### config.mk
export PLATFORM = sky130hd
export DESIGN_NAME = wildcard_byte_pattern_search_core
export DESIGN_NICKNAME = d
export VERILOG_FILES = /design/src/rtl/wbps_pkg.sv /design/src/rtl/wbps_cell.sv /design/src/rtl/wbps_report.sv /design/src/rtl/wildcard_byte_pattern_search_core.sv
export SDC_FILE = /design/constraint.sdc
export NUM_CORES = 2
export LEC_CHECK = 0
export ABC_AREA = 1
export BUFFER_PORTS_ARGS = -buffer_cell sky130_fd_sc_hd__buf_4
export CAP_MARGIN = 0
export CORE_MARGIN = 2
export CORE_UTILIZATION = 55
export CTS_BUF_LIST = sky130_fd_sc_hd__clkbuf_4 sky130_fd_sc_hd__clkbuf_8
export DETAILED_ROUTE_END_ITERATION = 16
export PLACE_DENSITY = 0.8
export SLEW_MARGIN = 10
export SYNTH_ARGS = -nofsm -noshare
export SYNTH_HDL_FRONTEND = slang
export SYNTH_SLANG_ARGS = --single-unit
### constraint.sdc
create_clock -name clk -period 5.9 [get_ports clk]
set_input_delay 0.885 -clock clk [delete_from_list [all_inputs] [get_ports clk]]
set_output_delay 0.885 -clock clk [all_outputs]
set_load 0.02 [all_outputs]
### src/rtl/wbps_pkg.sv
package wbps_pkg;

    // Pattern depth and byte offset range
    localparam int MAX_PATTERN = 32;
    localparam int OFFSET_BITS = 32;
    localparam int PAT_IDX_W   = $clog2(MAX_PATTERN);

    // Byte counter saturates at the smaller of 2^OFFSET_BITS-1 and 2^32-1
    localparam int CNT_W = (OFFSET_BITS < 32) ? OFFSET_BITS : 32;

    // Fixed field widths
    localparam int LEN_W   = 6;
    localparam int MAX_W   = 16;
    localparam int ADDR_W  = 48;
    localparam int BYTE_W  = 8;
    localparam int IDX_W   = 5;
    localparam int CFG_W   = 48;
    localparam int CFG_A_W = 2;

    // Configuration register indexes
    typedef enum logic [CFG_A_W-1:0] {
        REG_PATTERN_LEN  = 2'd0,
        REG_MAX_MATCHES  = 2'd1,
        REG_SECTION_BASE = 2'd2
    } cfg_reg_t;

    // Item actions
    localparam logic ACT_LOAD = 1'b0;
    localparam logic ACT_SCAN = 1'b1;

    // One pattern position
    typedef struct packed {
        logic              wild;
        logic [BYTE_W-1:0] value;
    } pat_entry_t;

    typedef pat_entry_t [MAX_PATTERN-1:0] pat_vec_t;

    // Scan item handed from the byte counter logic to the report stage
    typedef struct packed {
        logic             last;
        logic             check;
        logic [CNT_W-1:0] offset;
    } scan_tok_t;

endpackage

### src/rtl/wbps_cell.sv
// One window position: holds a byte, passes it on, and flags a hit for
// the byte it takes in against its aligned pattern position.
module wbps_cell
(
    input  logic                          clk,
    input  logic                          rst_n,
    input  logic                          shift_en,
    input  logic                          clear,
    input  logic [wbps_pkg::BYTE_W-1:0]   in_byte,
    input  wbps_pkg::pat_entry_t          pat,
    input  logic                          active,
    output logic [wbps_pkg::BYTE_W-1:0]   out_byte,
    output logic                          hit
);

    logic [wbps_pkg::BYTE_W-1:0] byte_reg;
    logic [wbps_pkg::BYTE_W-1:0] byte_next;
    logic                        hit_reg;
    logic                        hit_next;

    always_comb
    begin
        byte_next = byte_reg;
        hit_next  = hit_reg;
        if (shift_en)
        begin
            byte_next = clear ? '0 : in_byte;
            // positions outside the pattern length always pass
            hit_next  = !active || pat.wild || (in_byte == pat.value);
        end
    end

    always_ff @(posedge clk or negedge rst_n)
    begin
        if (!rst_n)
        begin
            byte_reg <= '0;
        end
        else
        begin
            byte_reg <= byte_next;
        end
    end

    always_ff @(posedge clk)
    begin
        hit_reg <= hit_next;
    end

    assign out_byte = byte_reg;
    assign hit      = hit_reg;

endmodule

### src/rtl/wbps_report.sv
// Match decision, per-section match count and output register.
module wbps_report
(
    input  logic                                  clk,
    input  logic                                  rst_n,
    input  logic                                  tok_load,
    input  wbps_pkg::scan_tok_t                   tok,
    input  logic [wbps_pkg::MAX_PATTERN-1:0]      hits,
    input  logic [wbps_pkg::MAX_W-1:0]            max_matches,
    input  logic [wbps_pkg::ADDR_W-1:0]           section_base,
    output logic                                  tok_ready,
    output logic                                  out_valid,
    input  logic                                  out_stall,
    output logic                                  found,
    output logic [wbps_pkg::ADDR_W-1:0]           match_address,
    output logic                                  done_res,
    output logic [wbps_pkg::MAX_W-1:0]            match_count
);

    logic                          s1_valid_reg;
    logic                          s1_valid_next;
    wbps_pkg::scan_tok_t           tok_reg;
    logic [wbps_pkg::MAX_W-1:0]    count_reg;
    logic [wbps_pkg::MAX_W-1:0]    count_next;
    logic [wbps_pkg::MAX_W-1:0]    count_inc;
    logic                          out_valid_reg;
    logic                          out_valid_next;
    logic                          found_reg;
    logic [wbps_pkg::ADDR_W-1:0]   addr_reg;
    logic                          done_reg;
    logic [wbps_pkg::MAX_W-1:0]    mcount_reg;

    logic                          hit_now;
    logic                          emit;
    logic                          go;
    logic                          out_free;
    logic [wbps_pkg::ADDR_W-1:0]   addr_now;

    assign hit_now   = s1_valid_reg && tok_reg.check && (&hits) && (count_reg < max_matches);
    assign emit      = hit_now || tok_reg.last;
    assign out_free  = !out_valid_reg || !out_stall;
    assign go        = s1_valid_reg && (!emit || out_free);
    assign tok_ready = !s1_valid_reg || go;
    assign count_inc = count_reg + {{(wbps_pkg::MAX_W-1){1'b0}}, hit_now};
    assign addr_now  = section_base
                     + {{(wbps_pkg::ADDR_W-wbps_pkg::CNT_W){1'b0}}, tok_reg.offset};

    always_comb
    begin
        s1_valid_next = s1_valid_reg;
        if (tok_load)
        begin
            s1_valid_next = 1'b1;
        end
        else if (go)
        begin
            s1_valid_next = 1'b0;
        end

        count_next = count_reg;
        if (go)
        begin
            count_next = tok_reg.last ? '0 : count_inc;
        end

        out_valid_next = out_valid_reg;
        if (go && emit)
        begin
            out_valid_next = 1'b1;
        end
        else if (!out_stall)
        begin
            out_valid_next = 1'b0;
        end
    end

    always_ff @(posedge clk or negedge rst_n)
    begin
        if (!rst_n)
        begin
            s1_valid_reg  <= 1'b0;
            count_reg     <= '0;
            out_valid_reg <= 1'b0;
        end
        else
        begin
            s1_valid_reg  <= s1_valid_next;
            count_reg     <= count_next;
            out_valid_reg <= out_valid_next;
        end
    end

    always_ff @(posedge clk)
    begin
        if (tok_load)
        begin
            tok_reg <= tok;
        end
        if (go && emit)
        begin
            found_reg  <= hit_now;
            addr_reg   <= hit_now ? addr_now : '0;
            done_reg   <= tok_reg.last;
            mcount_reg <= count_inc;
        end
    end

    assign out_valid     = out_valid_reg;
    assign found         = found_reg;
    assign match_address = addr_reg;
    assign done_res      = done_reg;
    assign match_count   = mcount_reg;

endmodule

### src/rtl/wildcard_byte_pattern_search_core.sv
// Result path: a scan item's token and cell hits are registered when the item
//   is accepted; the report stage then registers the result for the outputs.
// Throughput: 1 item per cycle while the output is not stalled; the cell row
//   shifts one byte per scan item, the report stage one scan item per cycle.
// Output stall holds the report stage, then the input, one item at a time.
// Reset: async active low; clears window, counters, config (len 1, limit 1,
//   base 0); pattern entries hold garbage until loaded.
module wildcard_byte_pattern_search_core
(
    input  logic                                  clk,
    input  logic                                  rst_n,

    // configuration write port
    input  logic                                  cfg_we,
    input  logic [wbps_pkg::CFG_A_W-1:0]          cfg_index,
    input  logic [wbps_pkg::CFG_W-1:0]            cfg_data,

    // input item channel
    input  logic                                  in_valid,
    output logic                                  in_stall,
    input  logic                                  action,
    input  logic [wbps_pkg::IDX_W-1:0]            entry_index,
    input  logic [wbps_pkg::BYTE_W-1:0]           entry_byte,
    input  logic                                  entry_wild,
    input  logic [wbps_pkg::BYTE_W-1:0]           data_byte,
    input  logic                                  is_last,

    // result item channel
    output logic                                  out_valid,
    input  logic                                  out_stall,
    output logic                                  found,
    output logic [wbps_pkg::ADDR_W-1:0]           match_address,
    output logic                                  done_res,
    output logic [wbps_pkg::MAX_W-1:0]            match_count
);

    localparam logic [wbps_pkg::CNT_W-1:0] CNT_MAX = '1;

    // Config registers
    logic [wbps_pkg::LEN_W-1:0]    pattern_len_reg;
    logic [wbps_pkg::MAX_W-1:0]    max_matches_reg;
    logic [wbps_pkg::ADDR_W-1:0]   section_base_reg;

    // Pattern store: written by load items, read through the aligner
    wbps_pkg::pat_vec_t            pat_reg;
    wbps_pkg::pat_vec_t            pat_aligned;

    // Byte counter for the current section
    logic [wbps_pkg::CNT_W-1:0]    seen_reg;
    logic [wbps_pkg::CNT_W-1:0]    seen_next;
    logic [wbps_pkg::CNT_W-1:0]    seen_inc;
    logic [wbps_pkg::CNT_W-1:0]    len_ext;
    logic                          can_check;
    logic                          len_ok;

    logic                          in_acc;
    logic                          scan_acc;
    logic                          load_acc;
    logic                          tok_ready;
    wbps_pkg::scan_tok_t           tok;

    logic [wbps_pkg::BYTE_W-1:0]   win_byte [wbps_pkg::MAX_PATTERN];
    logic [wbps_pkg::MAX_PATTERN-1:0] cell_hit;

    // Rotate the pattern so that cell k sees entry (k + len) mod depth.
    // With the newest byte in the last cell, pattern entry i then lines up
    // with window position depth - len + i.
    function automatic wbps_pkg::pat_vec_t align_pattern(
        input wbps_pkg::pat_vec_t               pat,
        input logic [wbps_pkg::PAT_IDX_W-1:0]   amt
    );
        wbps_pkg::pat_vec_t cur;
        wbps_pkg::pat_vec_t nxt;
        cur = pat;
        for (int b = 0; b < wbps_pkg::PAT_IDX_W; b++)
        begin
            for (int k = 0; k < wbps_pkg::MAX_PATTERN; k++)
            begin
                nxt[k] = amt[b] ? cur[(k + (1 << b)) % wbps_pkg::MAX_PATTERN] : cur[k];
            end
            cur = nxt;
        end
        return cur;
    endfunction

    assign in_stall = !tok_ready;
    assign in_acc   = in_valid && !in_stall;
    assign scan_acc = in_acc && (action == wbps_pkg::ACT_SCAN);
    assign load_acc = in_acc && (action == wbps_pkg::ACT_LOAD);

    assign pat_aligned = align_pattern(pat_reg, pattern_len_reg[wbps_pkg::PAT_IDX_W-1:0]);

    // Counter and offset of the match start for this byte
    assign len_ext   = {{(wbps_pkg::CNT_W-wbps_pkg::LEN_W){1'b0}}, pattern_len_reg};
    assign len_ok    = (pattern_len_reg != '0) && (pattern_len_reg <= wbps_pkg::MAX_PATTERN);
    assign can_check = (seen_reg != CNT_MAX);
    assign seen_inc  = seen_reg + 1'b1;

    always_comb
    begin
        seen_next = seen_reg;
        if (scan_acc)
        begin
            if (is_last)
            begin
                seen_next = '0;
            end
            else if (can_check)
            begin
                seen_next = seen_inc;
            end
        end
    end

    // a saturated counter means the byte is shifted in but never checked
    assign tok.last   = is_last;
    assign tok.check  = can_check && len_ok && (seen_inc >= len_ext);
    assign tok.offset = seen_inc - len_ext;

    always_ff @(posedge clk or negedge rst_n)
    begin
        if (!rst_n)
        begin
            pattern_len_reg  <= wbps_pkg::LEN_W'(1);
            max_matches_reg  <= wbps_pkg::MAX_W'(1);
            section_base_reg <= '0;
            seen_reg         <= '0;
        end
        else
        begin
            seen_reg <= seen_next;
            if (cfg_we)
            begin
                case (cfg_index)
                    wbps_pkg::REG_PATTERN_LEN:
                    begin
                        pattern_len_reg <= cfg_data[wbps_pkg::LEN_W-1:0];
                    end
                    wbps_pkg::REG_MAX_MATCHES:
                    begin
                        max_matches_reg <= cfg_data[wbps_pkg::MAX_W-1:0];
                    end
                    wbps_pkg::REG_SECTION_BASE:
                    begin
                        section_base_reg <= cfg_data[wbps_pkg::ADDR_W-1:0];
                    end
                    default:
                    begin
                        // unused index: write is dropped
                    end
                endcase
            end
        end
    end

    // Pattern entries have no reset value
    always_ff @(posedge clk)
    begin
        if (load_acc)
        begin
            pat_reg[entry_index[wbps_pkg::PAT_IDX_W-1:0]] <= '{wild: entry_wild,
                                                               value: entry_byte};
        end
    end

    // Row of window cells; the newest byte enters the last cell and every
    // byte moves one cell toward cell 0 per scan item.
    for (genvar k = 0; k < wbps_pkg::MAX_PATTERN; k++)
    begin : g_cell
        logic [wbps_pkg::BYTE_W-1:0] cell_in;
        logic                        cell_active;

        if (k == wbps_pkg::MAX_PATTERN - 1)
        begin : g_head
            assign cell_in = data_byte;
        end
        else
        begin : g_link
            assign cell_in = win_byte[k+1];
        end

        // cell k is inside the pattern when k >= depth - len
        assign cell_active = (32'(pattern_len_reg) + k) >= wbps_pkg::MAX_PATTERN;

        wbps_cell u_cell
        (
            .clk      (clk),
            .rst_n    (rst_n),
            .shift_en (scan_acc),
            .clear    (is_last),
            .in_byte  (cell_in),
            .pat      (pat_aligned[k]),
            .active   (cell_active),
            .out_byte (win_byte[k]),
            .hit      (cell_hit[k])
        );
    end

    wbps_report u_report
    (
        .clk           (clk),
        .rst_n         (rst_n),
        .tok_load      (scan_acc),
        .tok           (tok),
        .hits          (cell_hit),
        .max_matches   (max_matches_reg),
        .section_base  (section_base_reg),
        .tok_ready     (tok_ready),
        .out_valid     (out_valid),
        .out_stall     (out_stall),
        .found         (found),
        .match_address (match_address),
        .done_res      (done_res),
        .match_count   (match_count)
    );

endmodule

After elaboration in Yosys (flattened, before gate mapping):

Index checks and enable logic that the tools add are counted.

* register bits: 788
* output and inout port bits: 68
* logic and storage cells: 577

* add/sub/neg operators: 35
* order comparisons: 37
* eq/ne operators: 36
* muxes and demuxes: 201
* bitwise operators: 1
* reduce and logical (&&, ||, !) cells: 126

Operators by type and width (count)
* 2-to-1 mux 9 bit: 161
* bitwise mux 288 bit: 1
* == test 8 bit: 32
* 2-to-1 mux 8 bit: 31
* >= comparator 7 x 6 -> 1 bit (second input constant): 31
* adder 6 x 5 -> 7 bit (second input constant): 16
* logical OR 1 bit: 68
* 2-to-1 mux 32 bit: 2
* adder 6 x 4 -> 7 bit (second input constant): 8
* adder 48 x 32 -> 48 bit: 1
* demux 9 bit (select 5 bit): 1
* logical NOT 1 bit: 37
* adder 32 x 1 -> 32 bit (second input constant): 1
* >= comparator 32 x 6 -> 1 bit: 1
* inequality test 32 bit (second input constant): 1
* AND reduction 32 bit: 1
* subtractor 32 x 6 -> 32 bit: 1
* adder 6 x 3 -> 7 bit (second input constant): 4
* adder 16 x 1 -> 16 bit: 1
* less-than comparator 16 bit: 1
* 2-to-1 mux 16 bit: 1
* adder 6 x 2 -> 7 bit (second input constant): 2
* logical AND 1 bit: 12
* AND reduction 2 bit: 4
* other kinds (13): 17

Depth between registers and ports, before layout:

* word-level depth: 11
* gate-level depth with buffers: 24
* mapped depth without buffers: 23

Cells and area by module:

Synthesis repeated with hierarchy kept, for this count alone.

* cell total of the unflattened synthesis: 7416
* area total of the unflattened synthesis: 54048.1 um^2

Modules (own cells, without submodules)
* wildcard_byte_pattern_search_core: instances 1, cells an instance 4146, area an instance 30106.4 um^2, sequential area each 11203.2 um^2
* wbps_cell: instances 32, cells an instance 69, area an instance 496.7 um^2, sequential area each 230.2 um^2
* wbps_report: instances 1, cells an instance 1062, area an instance 8046.5 um^2, sequential area each 3453.3 um^2

Worst setup path before layout:

No wires, ideal clock.

* kind: register -> register
* start point: register u_report.count_reg[15] (netlist bit)
* end point: register u_report.done_reg (netlist: u_report.done_res), enable pin
* arrival time: 3.174 ns
* required time: 5.480 ns
* setup slack: 2.306 ns
* cell stages (with the launch flop): 15
* period minus slack after synthesis: 3.594 ns
* path through: dfrtp_1 -> ha_1 -> nand2_1 -> inv_2 -> nand3_1 -> a21oi_1 -> nor3_1 -> nand2_1 -> nand2_1 -> nand2_1 -> nand2_1 -> inv_1 -> clkbuf_1 -> nand2_1 -> inv_1

* word-level cells in the longest chain between the ends: 7

Ends and longest elaborated chain
* from (decl): RTL line wbps_report.sv:23 `logic [wbps_pkg::MAX_W-1:0] count_reg;`
* from (signal assigned): RTL line wbps_report.sv:88 `count_reg <= count_next;`
* less-than comparator 16 bit (*): RTL line wbps_report.sv:39 `assign hit_now = s1_valid_reg && tok_reg.check && (&hits) && (count_reg < max_matches);`
* logical AND 1 bit (*): RTL line wbps_report.sv:39
* logical OR 1 bit (*): RTL line wbps_report.sv:40 `assign emit = hit_now || tok_reg.last;`
* logical NOT 1 bit: RTL line wbps_report.sv:42 `assign go = s1_valid_reg && (!emit || out_free);`
* logical OR 1 bit: RTL line wbps_report.sv:42
* logical AND 1 bit: RTL line wbps_report.sv:42
* logical AND 1 bit (*): RTL line wbps_report.sv:99 `if (go && emit)`
* to (signal assigned): RTL line wbps_report.sv:103 `done_reg <= tok_reg.last;`
* to (decl): RTL line wbps_report.sv:30 `logic done_reg;`

Mark *: on every way between the ends. The rest lies on a longest branch, timed or not.
A chain may end at the register's enable or synchronous reset.

Final worst setup path:

* start point: register u_report.count_reg[15] (netlist bit)
* end point: register pat_reg[149] (netlist bit), enable pin

* word-level cells in the longest chain between the ends: 9

Ends and longest elaborated chain
* less-than comparator 16 bit: RTL line wbps_report.sv:39
* logical AND 1 bit: RTL line wbps_report.sv:39
* logical OR 1 bit: RTL line wbps_report.sv:40
* logical NOT 1 bit: RTL line wbps_report.sv:42
* logical OR 1 bit: RTL line wbps_report.sv:42
* logical AND 1 bit: RTL line wbps_report.sv:42
* logical OR 1 bit: RTL line wbps_report.sv:43 `assign tok_ready = !s1_valid_reg || go;`
* logical AND 1 bit: RTL line wildcard_byte_pattern_search_core.sv:87 `assign in_acc = in_valid && !in_stall;`
* logical AND 1 bit: RTL line wildcard_byte_pattern_search_core.sv:89 `assign load_acc = in_acc && (action == wbps_pkg::ACT_LOAD);`
* to (signal, indexed assignment): RTL line wildcard_byte_pattern_search_core.sv:161 `pat_reg[entry_index[wbps_pkg::PAT_IDX_W-1:0]] <= '{wild: entry_wild,`
* to (decl): RTL line wildcard_byte_pattern_search_core.sv:45 `wbps_pkg::pat_vec_t pat_reg;`

No other way between the ends.

==> metrics.txt <==
outcome=complete, no violations; footprint of the multi-input gates=0.02877 mm²; Area Overhead vs Synth=8.127%; Slew Viols, Final=0; hold_buf cts=0; final hold violation count=0; commonest non-fill, non-tap cell in the layout=nand2_1; chip height=317.3 µm; core area=between 0.09 and 0.1 mm²; PwrDens=334.1 mW/mm²; Synth Instances=7757; CP max stage delay=1.12 ns; max reg flops=288; fraction of registers with async set/reset=around 47%; CP max FO=25; CP startpoint kind=flop; Pleak=25.37 nW; crit path time final=4.449 ns; crit end category=flop; ys flop type=edfxtp_1; Syn Nets=7894; hold_ws=0.05458 ns; Root Buffer=clkbuf_8; Final period util=75.41%; Post-Route WL=between 200000 and 250000 µm; drt via density=6.318; CTS tree=yes; number of distinct library cells after synthesis=51; Post-DRT Antenna Nets=0; WP buf/inv=2; Sink Count=788; CTS Buf Count=135; Worst Path Class, Setup=reg -> reg; f_max=224.8 MHz; Ports=147; clk buf depth=3; pin count of the biggest net entering global routing=250; EDFF count, synth=420; synth warn=0; Die X=317.3 µm; largest cells by area after synthesis=edfxtp_1 23%, nand3_1 21%, dfrtp_1 17%; first-pass GRT wire length=321600 µm; final setup margin=1.451 ns; maximum VDD drop=about 240 µV; Via Count=57077; Worst-path clk slew=0.06 ns; vias in the first global route=50491; GRT Overall Usage=43.56%; dpl hpwl=166800 µm; reg2reg path depth=14; highest-count cells in the layout ignoring fill and taps=2440 x nand2_1, 2308 x nand3_1, 420 x edfxtp_1; I/O Buffers=~150; Tot Pwr=19.50 mW; remaining global-route overflow=0; RePlAce Congestion=1.154; Setup violations, final=0; antenna violations before repair=9; total negative slack=0 ns; Synth area leader=edfxtp_1; RSZ-0062 raised after global routing=no; max cap viols=0; Filler cells=8985; DRC=0; Slew @ Worst Pin=1.361 ns; Reg area=0.02184 mm²; Seq/Total Area, Yosys=40.43%; 1st-iter DRT viols=8941; post-synth top area share=23.37%; placed insts=between 8000 and 9000; share of cells above drive strength 1=6.704%; pre-CTS setup slack=between 1.5 and 2 ns; hold crit path type=in -> async; crit-path cells=ha_1, nand2_1, inv_2, nand3_1, a21oi_1, nor3_1, nand2_1, buf_4, nand2_1, nand3_2, nand2_1, nor2_1, nand2_1, nor2_1; most frequent CP cell=nand2_1; Critical-path top delay cell=nor2_1; Die ar.=0.1007 mm²; Initial Util=55.65%; Pre-antenna DRT Iters=10; final core occ=about 60%; H-tree depth=4; worst skew pair latency=between 0.8 and 0.9 ns; Seq cells post-synth=roughly 790; WL/cell=between 20 and 25 µm; Post-DP Area=around 0.055 mm²; Worst path depth=14; number of setup buffers added after CTS=0; synthesized cell area=0.05397 mm²; non-filler cells, final=9034; Top delay family on crit path=simple AND/OR/NAND/NOR gates; Syn Area/Cell=6.958 µm²; post_cts resized=0; Relative slew margins=8.927%; Worst Path Arrival=4.90 ns; Clock Skew=~0.065 ns; row count=114; post-route cell area=0.05836 mm²; WP data required=6.35 ns; Total Nets Final=7783
area by class of cell:
| class | count | area share, % |
|---|---|---|
| Clock inverter | 59 | 1.076 |
| Tap cell | 1276 | 2.736 |
| Antenna cell | 2 | 0.008576 |
| Multi-Input combinational cell | 6121 | 49.29 |
| Clock buffer | 188 | 4.005 |
| Inverter | 415 | 2.746 |
| Sequential cell | 788 | 37.43 |
| Timing Repair Buffer | 185 | 2.714 |
synth_stat cells, types with 10 or more instances:
| cell type | n |
|---|---|
| nand2_1 | 2440 |
| nand3_1 | 2309 |
| edfxtp_1 | 420 |
| inv_1 | 405 |
| dfrtp_1 | 366 |
| nor2_1 | 360 |
| o21ai_0 | 335 |
| clkbuf_1 | 191 |
| buf_1 | 117 |
| buf_2 | 103 |
| a21oi_1 | 100 |
| o21ai_1 | 99 |
| nand4_1 | 93 |
| nand3b_1 | 75 |
| ha_1 | 56 |
| xor2_1 | 42 |
| nor3_1 | 33 |
| mux2i_1 | 31 |
| buf_4 | 21 |
| mux2_2 | 20 |
| a21o_1 | 15 |
| nand2_2 | 13 |
| o21a_1 | 11 |
| or2_2 | 10 |
report_power, final:
group | internal, mW | switching [mW] | leakage (nW)
logic | 2.09 | 5.61 | 15.0
registers | 6.05 | 0.272 | 8.78
clock network | 2.98 | 2.49 | 1.56
layer usage:
metal,up-vias,global-route usage [%],routed length [µm]
met3,820,12.21,28040
met5,-,1.515,309
met1,26368,56.66,83340
met4,16,30.68,19460
li1,26224,-,-
met2,3649,62.44,91080
cells by family after synthesis:
kind of cell               after synthesis  synth area share [%]
muxes                                   51                0.9922
and+or+nand+nor                       5378                 44.43
DFF                                    788                 40.43
AOI/OAI and AO/OA                      587                 5.675
buffers and inverters                  848                 6.296
adders and majority gates               58                 1.372
xor gates and xnor gates                47                0.7974
worst paths after layout:
| kind | to | slack (ns) | startpoint |
|---|---|---|---|
| worst max register to register | pat_reg[149] | 1.45 | u_report.count_reg[15] |
| min in group clk | section_base_reg[30] | 0.27 | cfg_data[30] |
| worst max-delay path | pat_reg[149] | 1.45 | u_report.count_reg[15] |
| worst min register to register | max_matches_reg[15] | 0.49 | max_matches_reg[15] |
| max in group asynchronous | g_cell[23].u_cell.out_byte[6] | 4.60 | rst_n |
| worst min-delay path | section_base_reg[31] | 0.05 | rst_n |
Power figures use the tool's default switching activity.
